`config.mk`:
```
export PLATFORM = sky130hd
export DESIGN_NAME = suffix_array_prefix_doubling_unit
export DESIGN_NICKNAME = d
export VERILOG_FILES = /design/src/rtl/sapd_pkg.sv /design/src/rtl/sapd_ram.sv /design/src/rtl/suffix_array_prefix_doubling_unit.sv
export VERILOG_INCLUDE_DIRS = /design/src /design/src/rtl
export SDC_FILE = /design/constraint.sdc
export NUM_CORES = 2
export LEC_CHECK = 0
export BUFFER_PORTS_ARGS = -buffer_cell sky130_fd_sc_hd__buf_2
export CAP_MARGIN = 30
export CORE_UTILIZATION = 40
export CTS_BUF_LIST = sky130_fd_sc_hd__clkbuf_16
export CTS_CLUSTER_DIAMETER = 60
export DETAILED_ROUTE_END_ITERATION = 8
export GPL_ROUTABILITY_DRIVEN = 1
export REMOVE_ABC_BUFFERS = 1
export SETUP_SLACK_MARGIN = 0.2
export SYNTH_ARGS = -nofsm -noshare
export SYNTH_HDL_FRONTEND = slang
export SYNTH_MEMORY_MAX_BITS = 65536
export SYNTH_SLANG_ARGS = --single-unit
```
`constraint.sdc`:
```
create_clock -name clk -period 40.1 [get_ports clk]
set_input_delay 2.005 -clock clk [delete_from_list [all_inputs] [get_ports clk]]
set_output_delay 2.005 -clock clk [all_outputs]
set_load 0.05 [all_outputs]
```
`src/rtl/suffix_array_prefix_doubling_unit_assert.svh`:
```
// Assertion macros for the suffix array unit
`ifndef SUFFIX_ARRAY_PREFIX_DOUBLING_UNIT_ASSERT_SVH
`define SUFFIX_ARRAY_PREFIX_DOUBLING_UNIT_ASSERT_SVH
`ifndef SYNTHESIS
`define SAPD_ASSERT(label, clk, rst_n, prop, msg) \
	label: assert property (@(posedge clk) disable iff (!rst_n) prop) else $error(msg);
`define SAPD_NEVER(label, clk, rst_n, cond, msg) \
	label: assert property (@(posedge clk) disable iff (!rst_n) !(cond)) else $error(msg);
`else
`define SAPD_ASSERT(label, clk, rst_n, prop, msg)
`define SAPD_NEVER(label, clk, rst_n, cond, msg)
`endif
`endif

```
`src/rtl/sapd_pkg.sv`:
```
// Shared constants and types for the suffix array unit
`default_nettype none
package sapd_pkg;
	localparam int MaxLen = 63;
	localparam int ExtLen = MaxLen + 1;
	localparam int PosW = 6;
	localparam int LenW = 7;
	localparam int SymW = 9;
	localparam int Buckets = 257;
	localparam int BktW = 9;
	typedef logic [PosW-1:0] pos_t;
	typedef logic [LenW-1:0] len_t;
	typedef logic [SymW-1:0] sym_t;
endpackage
`default_nettype wire

```
`src/rtl/sapd_ram.sv`:
```
// Generic single-port-write, single-port-read RAM with registered read
`default_nettype none
module sapd_ram #(
	parameter int Width = 8,
	parameter int Depth = 64
) (
	input  wire logic                     clk,
	input  wire logic                     we,
	input  wire logic [$clog2(Depth)-1:0] waddr,
	input  wire logic [Width-1:0]         wdata,
	input  wire logic [$clog2(Depth)-1:0] raddr,
	output logic      [Width-1:0]         rdata
);
	logic [Width-1:0] mem_q [Depth];

	always_ff @(posedge clk) begin
		if (we) begin
			mem_q[waddr] <= wdata;
		end
		rdata <= mem_q[raddr];
	end
endmodule
`default_nettype wire

```
`src/rtl/suffix_array_prefix_doubling_unit.sv`:
```
// Top level: text loading, doubling sequencer and result stream
// Usage:
//  Input channel (in_valid/in_stall): one text byte per transaction;
//  end_of_text marks the last byte and starts construction. Up to 63 bytes
//  are kept, later ones are dropped and flag truncated on every result.
//  Bytes are taken back to back while loading. After end_of_text the block
//  stalls its input while it builds the suffix array over n = len+1 entries,
//  one RAM access per port per cycle: identity fill, bucket clear, count,
//  prefix sums, place, renumber, copy and check for the symbol sort; then
//  for k = 1, 2, 4 .. < n (ceil(log2 n) rounds) shift, clear, count,
//  prefix, place, renumber, copy and check in each round.
//  Results (out_valid/out_stall): one transaction per sorted suffix, the
//  sentinel suffix omitted, last_of_run on the final one. A stall holds the
//  current result; the next text is taken in the cycle after the last result
//  is accepted.
//  Reset (arst_n low) empties the text buffer and the output register.
`default_nettype none
module suffix_array_prefix_doubling_unit (
	input  wire logic clk,
	input  wire logic arst_n,
	input  wire logic in_valid,
	output logic      in_stall,
	input  wire logic [7:0] text_byte,
	input  wire logic end_of_text,
	output logic      out_valid,
	input  wire logic out_stall,
	output logic [5:0] suffix_start,
	output logic      last_of_run,
	output logic      truncated
);
	import sapd_pkg::*;

	typedef enum logic [13:0] {
		ST_LOAD   = 14'b00000000000001,
		ST_CLR    = 14'b00000000000010, // clear buckets
		ST_CNT    = 14'b00000000000100, // count keys of shifted order
		ST_PFX    = 14'b00000000001000, // prefix sums
		ST_PLACE  = 14'b00000000010000, // place, descending
		ST_RANK   = 14'b00000000100000, // renumber classes
		ST_COPY   = 14'b00000001000000, // new class -> class
		ST_SHIFT  = 14'b00000010000000, // build shifted order
		ST_EMIT   = 14'b00000100000000,
		ST_WAIT   = 14'b00001000000000,
		ST_INIT   = 14'b00010000000000, // shifted order = identity for first sort
		ST_FIN    = 14'b00100000000000,
		ST_CHK    = 14'b01000000000000,
		ST_IDLE2  = 14'b10000000000000
	} state_t;

	state_t state_q;
	len_t len_q;
	logic ovf_q;
	logic first_q; // initial symbol sort
	pos_t n1_q;    // n-1 where n = len+1 (n <= 64)
	logic [LenW-1:0] k_q;
	logic [BktW-1:0] classes_q;
	logic [BktW-1:0] idx_q;  // pass counter
	logic [LenW-1:0] run_q;  // running prefix sum
	logic [PosW-1:0] prev_c1_q, prev_c2_q;
	logic [SymW-1:0] prev_sym_q;

	// RAM ports
	logic txt_we; pos_t txt_wa, txt_ra; logic [7:0] txt_wd, txt_rd;
	logic ord_we; pos_t ord_wa, ord_ra, ord_wd, ord_rd;
	logic sh_we;  pos_t sh_wa, sh_ra, sh_wd, sh_rd;
	logic cls_we; pos_t cls_wa, cls_ra, cls_wd, cls_rd;
	logic cl2_we; pos_t cl2_wa, cl2_ra, cl2_wd, cl2_rd;
	logic ncl_we; pos_t ncl_wa, ncl_ra, ncl_wd, ncl_rd;
	logic bkt_we; logic [BktW-1:0] bkt_wa, bkt_ra; logic [LenW-1:0] bkt_wd, bkt_rd;

	sapd_ram #(.Width(8), .Depth(ExtLen)) u_txt (.clk, .we(txt_we), .waddr(txt_wa),
		.wdata(txt_wd), .raddr(txt_ra), .rdata(txt_rd));
	sapd_ram #(.Width(PosW), .Depth(ExtLen)) u_ord (.clk, .we(ord_we), .waddr(ord_wa),
		.wdata(ord_wd), .raddr(ord_ra), .rdata(ord_rd));
	sapd_ram #(.Width(PosW), .Depth(ExtLen)) u_sh (.clk, .we(sh_we), .waddr(sh_wa),
		.wdata(sh_wd), .raddr(sh_ra), .rdata(sh_rd));
	// two copies of class so that two entries are read each cycle
	sapd_ram #(.Width(PosW), .Depth(ExtLen)) u_cls (.clk, .we(cls_we), .waddr(cls_wa),
		.wdata(cls_wd), .raddr(cls_ra), .rdata(cls_rd));
	sapd_ram #(.Width(PosW), .Depth(ExtLen)) u_cl2 (.clk, .we(cl2_we), .waddr(cl2_wa),
		.wdata(cl2_wd), .raddr(cl2_ra), .rdata(cl2_rd));
	sapd_ram #(.Width(PosW), .Depth(ExtLen)) u_ncl (.clk, .we(ncl_we), .waddr(ncl_wa),
		.wdata(ncl_wd), .raddr(ncl_ra), .rdata(ncl_rd));
	// bucket counts, one read-modify-write per element
	sapd_ram #(.Width(LenW), .Depth(Buckets)) u_bkt (.clk, .we(bkt_we), .waddr(bkt_wa),
		.wdata(bkt_wd), .raddr(bkt_ra), .rdata(bkt_rd));

	// Element steps: 0 address order/shifted, 1 latch element, 2 address
	// text/class, 3 text/class data (address bucket), 4 bucket data.
	logic [2:0] step_q;
	pos_t pa_q;         // element address latched from first read
	pos_t i_pos;
	logic in_acc, out_acc;
	logic [SymW-1:0] sym;
	pos_t ka;           // k as position (mod 64)
	pos_t n_pos;        // n mod 64 (n=64 -> 0, wraps fine)
	pos_t shifted;
	pos_t addk;
	logic [SymW-1:0] key;
	logic [LenW-1:0] bkt_dec;
	logic [LenW-1:0] pfx_sum;
	logic [BktW-1:0] bkt_last;

	assign i_pos = idx_q[PosW-1:0];
	assign in_acc = in_valid && !in_stall;
	assign out_acc = out_valid && !out_stall;
	assign in_stall = (state_q != ST_LOAD);
	assign ka = k_q[PosW-1:0];
	assign n_pos = n1_q + 1'b1;

	// symbol of position pa_q given text byte read
	always_comb begin
		sym = (pa_q == n1_q) ? '0 : {1'b0, txt_rd} + 1'b1;
		shifted = (pa_q >= ka && k_q < ExtLen) ? pa_q - ka : pa_q + n_pos - ka;
		addk = ({1'b0, pa_q} + {1'b0, ka} >= {1'b0, n_pos} + (n_pos == '0 ? 7'd64 : 7'd0))
			? pa_q + ka - n_pos : pa_q + ka;
		key = first_q ? sym : {3'b0, cls_rd};
		bkt_dec = bkt_rd - 1'b1;
		pfx_sum = run_q + bkt_rd;
		// symbol sort spans every byte value, later rounds at most n classes
		bkt_last = first_q ? BktW'(Buckets - 1) : BktW'(n1_q);
	end

	always_comb begin
		txt_we = in_acc && len_q < MaxLen;
		txt_wa = len_q[PosW-1:0];
		txt_wd = text_byte;
		txt_ra = pa_q;
		ord_we = 1'b0; ord_wa = i_pos; ord_wd = pa_q; ord_ra = i_pos;
		sh_we = 1'b0;  sh_wa = i_pos;  sh_wd = shifted; sh_ra = i_pos;
		cls_we = 1'b0; cls_wa = i_pos; cls_wd = ncl_rd; cls_ra = pa_q;
		cl2_we = 1'b0; cl2_wa = i_pos; cl2_wd = ncl_rd; cl2_ra = addk;
		ncl_we = 1'b0; ncl_wa = pa_q;  ncl_wd = '0; ncl_ra = i_pos;
		bkt_we = 1'b0; bkt_wa = key; bkt_wd = bkt_rd + 1'b1; bkt_ra = key;
		case (state_q)
			ST_INIT: begin
				sh_we = 1'b1; sh_wd = i_pos;
			end
			ST_SHIFT: begin
				sh_we = (step_q == 3'd2);
			end
			ST_CLR: begin
				bkt_we = 1'b1; bkt_wa = idx_q; bkt_wd = '0;
			end
			ST_CNT: begin
				bkt_we = (step_q == 3'd4);
			end
			ST_PFX: begin
				bkt_ra = idx_q; bkt_wa = idx_q;
				bkt_we = (step_q == 3'd1); bkt_wd = pfx_sum;
			end
			ST_PLACE: begin
				ord_we = (step_q == 3'd4); ord_wa = bkt_dec[PosW-1:0]; ord_wd = pa_q;
				bkt_we = (step_q == 3'd4); bkt_wd = bkt_dec;
			end
			ST_RANK: begin
				ncl_we = (step_q == 3'd3);
				ncl_wd = (i_pos == '0) ? '0 :
					(first_q ? (sym != prev_sym_q ? classes_q[PosW-1:0]
						: classes_q[PosW-1:0] - 1'b1)
					: ((cls_rd != prev_c1_q || cl2_rd != prev_c2_q)
						? classes_q[PosW-1:0] : classes_q[PosW-1:0] - 1'b1));
			end
			ST_COPY: begin
				cls_we = (step_q == 3'd1); cl2_we = (step_q == 3'd1);
			end
			default: begin
			end
		endcase
	end

	logic [LenW:0] n_full;
	assign n_full = {1'b0, len_q} + 1'b1;

	always_ff @(posedge clk or negedge arst_n) begin
		if (!arst_n) begin
			state_q <= ST_LOAD;
			len_q <= '0;
			ovf_q <= 1'b0;
			first_q <= 1'b1;
			n1_q <= '0;
			k_q <= '0;
			classes_q <= '0;
			idx_q <= '0;
			step_q <= '0;
			pa_q <= '0;
			run_q <= '0;
			prev_c1_q <= '0;
			prev_c2_q <= '0;
			prev_sym_q <= '0;
			out_valid <= 1'b0;
			last_of_run <= 1'b0;
			truncated <= 1'b0;
			suffix_start <= '0;
		end else begin
			case (state_q)
				ST_LOAD: begin
					if (in_acc) begin
						if (len_q < MaxLen) begin
							len_q <= len_q + 1'b1;
						end else begin
							ovf_q <= 1'b1;
						end
						if (end_of_text) begin
							n1_q <= (len_q < MaxLen) ? pos_t'(len_q + 1'b1) : pos_t'(len_q);
							first_q <= 1'b1;
							k_q <= '0;
							idx_q <= '0;
							step_q <= '0;
							state_q <= ST_INIT;
						end
					end
				end
				ST_INIT: begin
					// shifted order = identity for the symbol sort
					if (i_pos == n1_q) begin
						idx_q <= '0;
						state_q <= ST_CLR;
					end else begin
						idx_q <= idx_q + 1'b1;
					end
				end
				ST_SHIFT: begin
					if (step_q == 3'd1) begin
						pa_q <= ord_rd;
					end
					if (step_q != 3'd2) begin
						step_q <= step_q + 1'b1;
					end else begin
						step_q <= '0;
						if (i_pos == n1_q) begin
							idx_q <= '0;
							state_q <= ST_CLR;
						end else begin
							idx_q <= idx_q + 1'b1;
						end
					end
				end
				ST_CLR: begin
					if (idx_q == bkt_last) begin
						idx_q <= '0;
						step_q <= '0;
						state_q <= ST_CNT;
					end else begin
						idx_q <= idx_q + 1'b1;
					end
				end
				ST_CNT: begin
					if (step_q == 3'd1) begin
						pa_q <= sh_rd;
					end
					if (step_q != 3'd4) begin
						step_q <= step_q + 1'b1;
					end else begin
						step_q <= '0;
						if (i_pos == n1_q) begin
							idx_q <= '0;
							run_q <= '0;
							state_q <= ST_PFX;
						end else begin
							idx_q <= idx_q + 1'b1;
						end
					end
				end
				ST_PFX: begin
					if (step_q == 3'd0) begin
						step_q <= 3'd1;
					end else begin
						step_q <= '0;
						run_q <= pfx_sum;
						if (idx_q == bkt_last) begin
							idx_q <= BktW'(n1_q);
							state_q <= ST_PLACE;
						end else begin
							idx_q <= idx_q + 1'b1;
						end
					end
				end
				ST_PLACE: begin
					if (step_q == 3'd1) begin
						pa_q <= sh_rd;
					end
					if (step_q != 3'd4) begin
						step_q <= step_q + 1'b1;
					end else begin
						step_q <= '0;
						if (i_pos == '0) begin
							idx_q <= '0;
							state_q <= ST_RANK;
						end else begin
							idx_q <= idx_q - 1'b1;
						end
					end
				end
				ST_RANK: begin
					if (step_q == 3'd1) begin
						pa_q <= ord_rd;
					end
					if (step_q != 3'd3) begin
						step_q <= step_q + 1'b1;
					end else begin
						step_q <= '0;
						prev_sym_q <= sym;
						prev_c1_q <= cls_rd;
						prev_c2_q <= cl2_rd;
						if (i_pos == '0) begin
							classes_q <= BktW'(1);
						end else if (first_q ? (sym != prev_sym_q)
								: (cls_rd != prev_c1_q || cl2_rd != prev_c2_q)) begin
							classes_q <= classes_q + 1'b1;
						end
						if (i_pos == n1_q) begin
							idx_q <= '0;
							state_q <= ST_COPY;
						end else begin
							idx_q <= idx_q + 1'b1;
						end
					end
				end
				ST_COPY: begin
					// st0: read new_class[i]; st1: write both class copies
					if (step_q == 3'd0) begin
						step_q <= 3'd1;
					end else begin
						step_q <= '0;
						if (i_pos == n1_q) begin
							idx_q <= '0;
							state_q <= ST_CHK;
						end else begin
							idx_q <= idx_q + 1'b1;
						end
					end
				end
				ST_CHK: begin
					first_q <= 1'b0;
					step_q <= '0;
					k_q <= first_q ? 7'd1 : {k_q[LenW-2:0], 1'b0};
					if ((first_q ? 8'd1 : {k_q, 1'b0}) < n_full) begin
						idx_q <= '0;
						state_q <= ST_SHIFT;
					end else begin
						idx_q <= BktW'(1);
						state_q <= ST_EMIT;
					end
				end
				ST_EMIT: begin
					state_q <= ST_FIN;
				end
				ST_FIN: begin
					// order read data for idx is valid now
					if (!out_valid || out_acc) begin
						out_valid <= 1'b1;
						suffix_start <= ord_rd;
						last_of_run <= (i_pos == n1_q);
						truncated <= ovf_q;
						if (i_pos == n1_q) begin
							state_q <= ST_WAIT;
						end else begin
							idx_q <= idx_q + 1'b1;
							state_q <= ST_EMIT;
						end
					end
				end
				ST_WAIT: begin
					if (out_acc) begin
						out_valid <= 1'b0;
						len_q <= '0;
						ovf_q <= 1'b0;
						state_q <= ST_LOAD;
					end
				end
				default: begin
					state_q <= ST_LOAD;
				end
			endcase
			if (out_acc && state_q != ST_WAIT && state_q != ST_FIN) begin
				out_valid <= 1'b0;
			end
		end
	end

	`include "suffix_array_prefix_doubling_unit_assert.svh"
	`SAPD_NEVER(a_no_load_busy, clk, arst_n, in_acc && out_valid, "input taken while busy")
	`SAPD_ASSERT(a_last_ends, clk, arst_n, out_acc && last_of_run |=> !out_valid, "after last")
	`SAPD_NEVER(a_len_cap, clk, arst_n, len_q > MaxLen, "text length beyond capacity")
endmodule
`default_nettype wire

```
==> metrics <==
RSZ-0062 raised after global routing false; CTS Sinks ~3,700; critical path class register to register; post_cts resized 0; most frequent cell after synthesis edfxtp_1; Congestion Overflow GR 0; hold_ws around 0.5 ns; Detailed Route Iter0 Violations approximately 13,000; Setup Total Neg Slack 0 ns; number of I/O pins 23; Yosys top cell by area edfxtp_1; mapped cell area around 150,000 um^2; # nets final 10,295; Slew Viols, Final 0; I/O Buffers 22; Post-CTS Setup Inserts 0; CTS Buf Count a little under 400; Met2 Routed Length about 200 mm; ys async rst share 2.55%; worst slew pin tran around 1.1 ns; Period minus WS final 7.03 ns; CTS H-Tree Depth 5; Worst-Skew Late Latency a little under 1 ns; HPWL after detailed placement 261 mm; Seq cells post-synth about 3,700; f_max 142 MHz; # DRC 0; Startpoint Class register; first-pass GRT wire length about 640 mm; Final Hold Vio Count 0; DRT Wirelength between 400 and 500 mm; Leakage between 50 and 60 nW; number of buffers inserted by hold repair at cts 0; met1 WL between 150 and 200 mm; Final Wtd Congestion slightly below 0.9; required time worst endpoint between 40 and 50 ns; sequential area share after synthesis between 70% and 80%; Layout Cells excl Fill around 16,000; Filler cells roughly 32,000; core area 375,000 um^2; routed vias/inst around 6.1; Die W approximately 620 um; CP delay by family, top buffers and inverters; CP max stage delay ~0.73 ns; vias in the first global route just over 90,000; area share of the largest cell type after synthesis 71.5%; Total Routing Usage GR between 20 and 25%; Yosys cell types 99; Worst Hold Class register to register; Tcrit/Tclk final between 10% and 20%; Top FF cell, synth edfxtp_1; CTS max path bufs 4; DR top layer met5; critical path arrival around 7.8 ns; Die Area around 380,000 um^2; Clock Tree Root clkbuf_16; P per Cell Area a little over 80 nW/um^2; share of cells above drive strength 1 9.70%; clk slew on worst S/H paths around 0.060 ns; Yosys Warn Count 0; # rows between 200 and 250; Post-Syn Area per Cell 14.7 um^2; Max IR drop VDD 0.186 mV; layout overhead on the synthesized area 12.6%; most instantiated cells after synthesis 3,590 x edfxtp_1, 1,263 x nand2_1, 743 x nor2_1; total number of vias roughly 95,000; Worst setup EP type register; DR WL/cell 28.5 um; Total Power 14.0 mW; outcome complete, no violations; largest net degree at the start of global routing 192; Gate Count Post-Synth just over 10,000; Max Cap Violations 0; metal3 WL around 43 mm; Fin Clk Skew roughly 0.1 ns; drt pass-1 iters 8; Initial Util 40.2%; slowest CP cell nor4_1; Die Y between 600 and 700 um; final setup fails 0; initial antenna violation count 20; Synth area leaders edfxtp_1 71%, a22oi_1 3.5%, nand2_1 3.1%; Max transition margin about a quarter; DP Cell Count between 10,000 and 15,000; EDFF count, synth around 3,600; crit-path max FO between 100 and 150; Worst Path Buf+Inv 4; CP Cell Sequence buf_4 -> inv_1 -> fa_1 -> xor2_1 -> ha_1 -> o21a_1 -> o21ai_1 -> a21oi_1 -> nor4b_1 -> nor3_2 -> buf_12 -> buf_4 -> mux2i_1 -> a221o_1 -> a21oi_1 -> nor4_1 -> nor4_1; TritonCTS clock tree done; Antenna Nets Post-Route 0
path summary, 6_finish.rpt:
check / depth (start not counted) / from / slack (ns) / endpoint
setup reg to reg: 17 / cls_ra[1] / 33.07 / u_cl2.rdata[4]
hold reg to reg: 2 / u_cls.rdata[4] / 0.49 / prev_c1_q[4]
hold / removal: 2 / u_cls.rdata[4] / 0.49 / prev_c1_q[4]
setup / recovery: 17 / cls_ra[1] / 33.07 / u_cl2.rdata[4]
max in group asynchronous: 3 / arst_n / 38.06 / first_q
min in group asynchronous: 1 / arst_n / 0.94 / suffix_start[4]
worst min-delay path, cell delays in order (launching register included):
cell and delay, ns:
dfxtp_1 0.34, nand2_1 0.07, nand2_1 0.05
registers in the layout, summed over array words and instances, names as in the netlist, 7 cells and up:
name	count
u_bkt.mem_q	1542
u_txt.mem_q	512
u_cls.mem_q	384
u_ncl.mem_q	384
u_ord.mem_q	384
u_sh.mem_q	384
state_q	13
idx_q	9
prev_sym_q	9
u_txt.rdata	8
k_q	7
len_q	7
routing by layer:
layer | up-vias | global-route usage (%)
li1 | 40330 | -
met4 | 14 | 7.41
met5 | - | 0
met2 | 5225 | 35.6
met3 | 885 | 4.22
met1 | 48122 | 31.6
cell families after synthesis:
| kind of cell | synth area share [%] |
|---|---|
| DFF | 73.7 |
| and+or+nand+nor | 8.31 |
| AOI/OAI and AO/OA | 11.0 |
| buffers and inverters | 2.25 |
| muxes | 3.76 |
| xor gates and xnor gates | 0.453 |
| adders and majority gates | 0.551 |
| other | 0.00249 |
layout by cell type, fill, tap and decap left out, types with 116 or more instances in the layout:
master and instances:
nand2_1 1260, nand3_1 341, nor2_1 735, buf_4 162, inv_1 116, clkbuf_16 402, edfxtp_1 3590, mux2i_1 398
a22oi_1 694, a31oi_1 229, a21oi_1 257, a221oi_1 186, a22o_1 167
area by class of cell:
type / count / area (um^2) / share of cell area, %
Antenna cell: 7 / 17.5 / 0.0103
Sequential cell: 3729 / 111000 / 65.4
Clock inverter: 323 / 2790 / 1.64
Clock buffer: 402 / 10100 / 5.93
Timing Repair Buffer: 238 / 2380 / 1.40
Multi-Input combinational cell: 5793 / 36900 / 21.8
Tap cell: 4994 / 6250 / 3.68
Inverter: 66 / 248 / 0.146
metrics by stage:
step / instance area [um^2] / setup slack, ns / utilization, %
2_1_floorplan: 148000 / 20.09 / -
3_3_place_gp: 156000 / 33.65 / 41.6
3_5_place_dp: 157000 / 33.40 / 41.8
4_1_cts: 170000 / 33.41 / 45.2
5_1_grt: 170000 / 32.92 / 45.2
6_report: 170000 / 33.07 / 45.2
where the power goes:
| group | switching [mW] | internal [mW] | leakage (nW) |
|---|---|---|---|
| logic | 3.89 | 1.61 | 14.1 |
| clock network | 1.55 | 2.07 | 6.47 |
| registers | 0.0667 | 4.86 | 33.7 |
| total | 5.51 | 8.54 | 54.3 |
(Power assumes the default switching activity.)
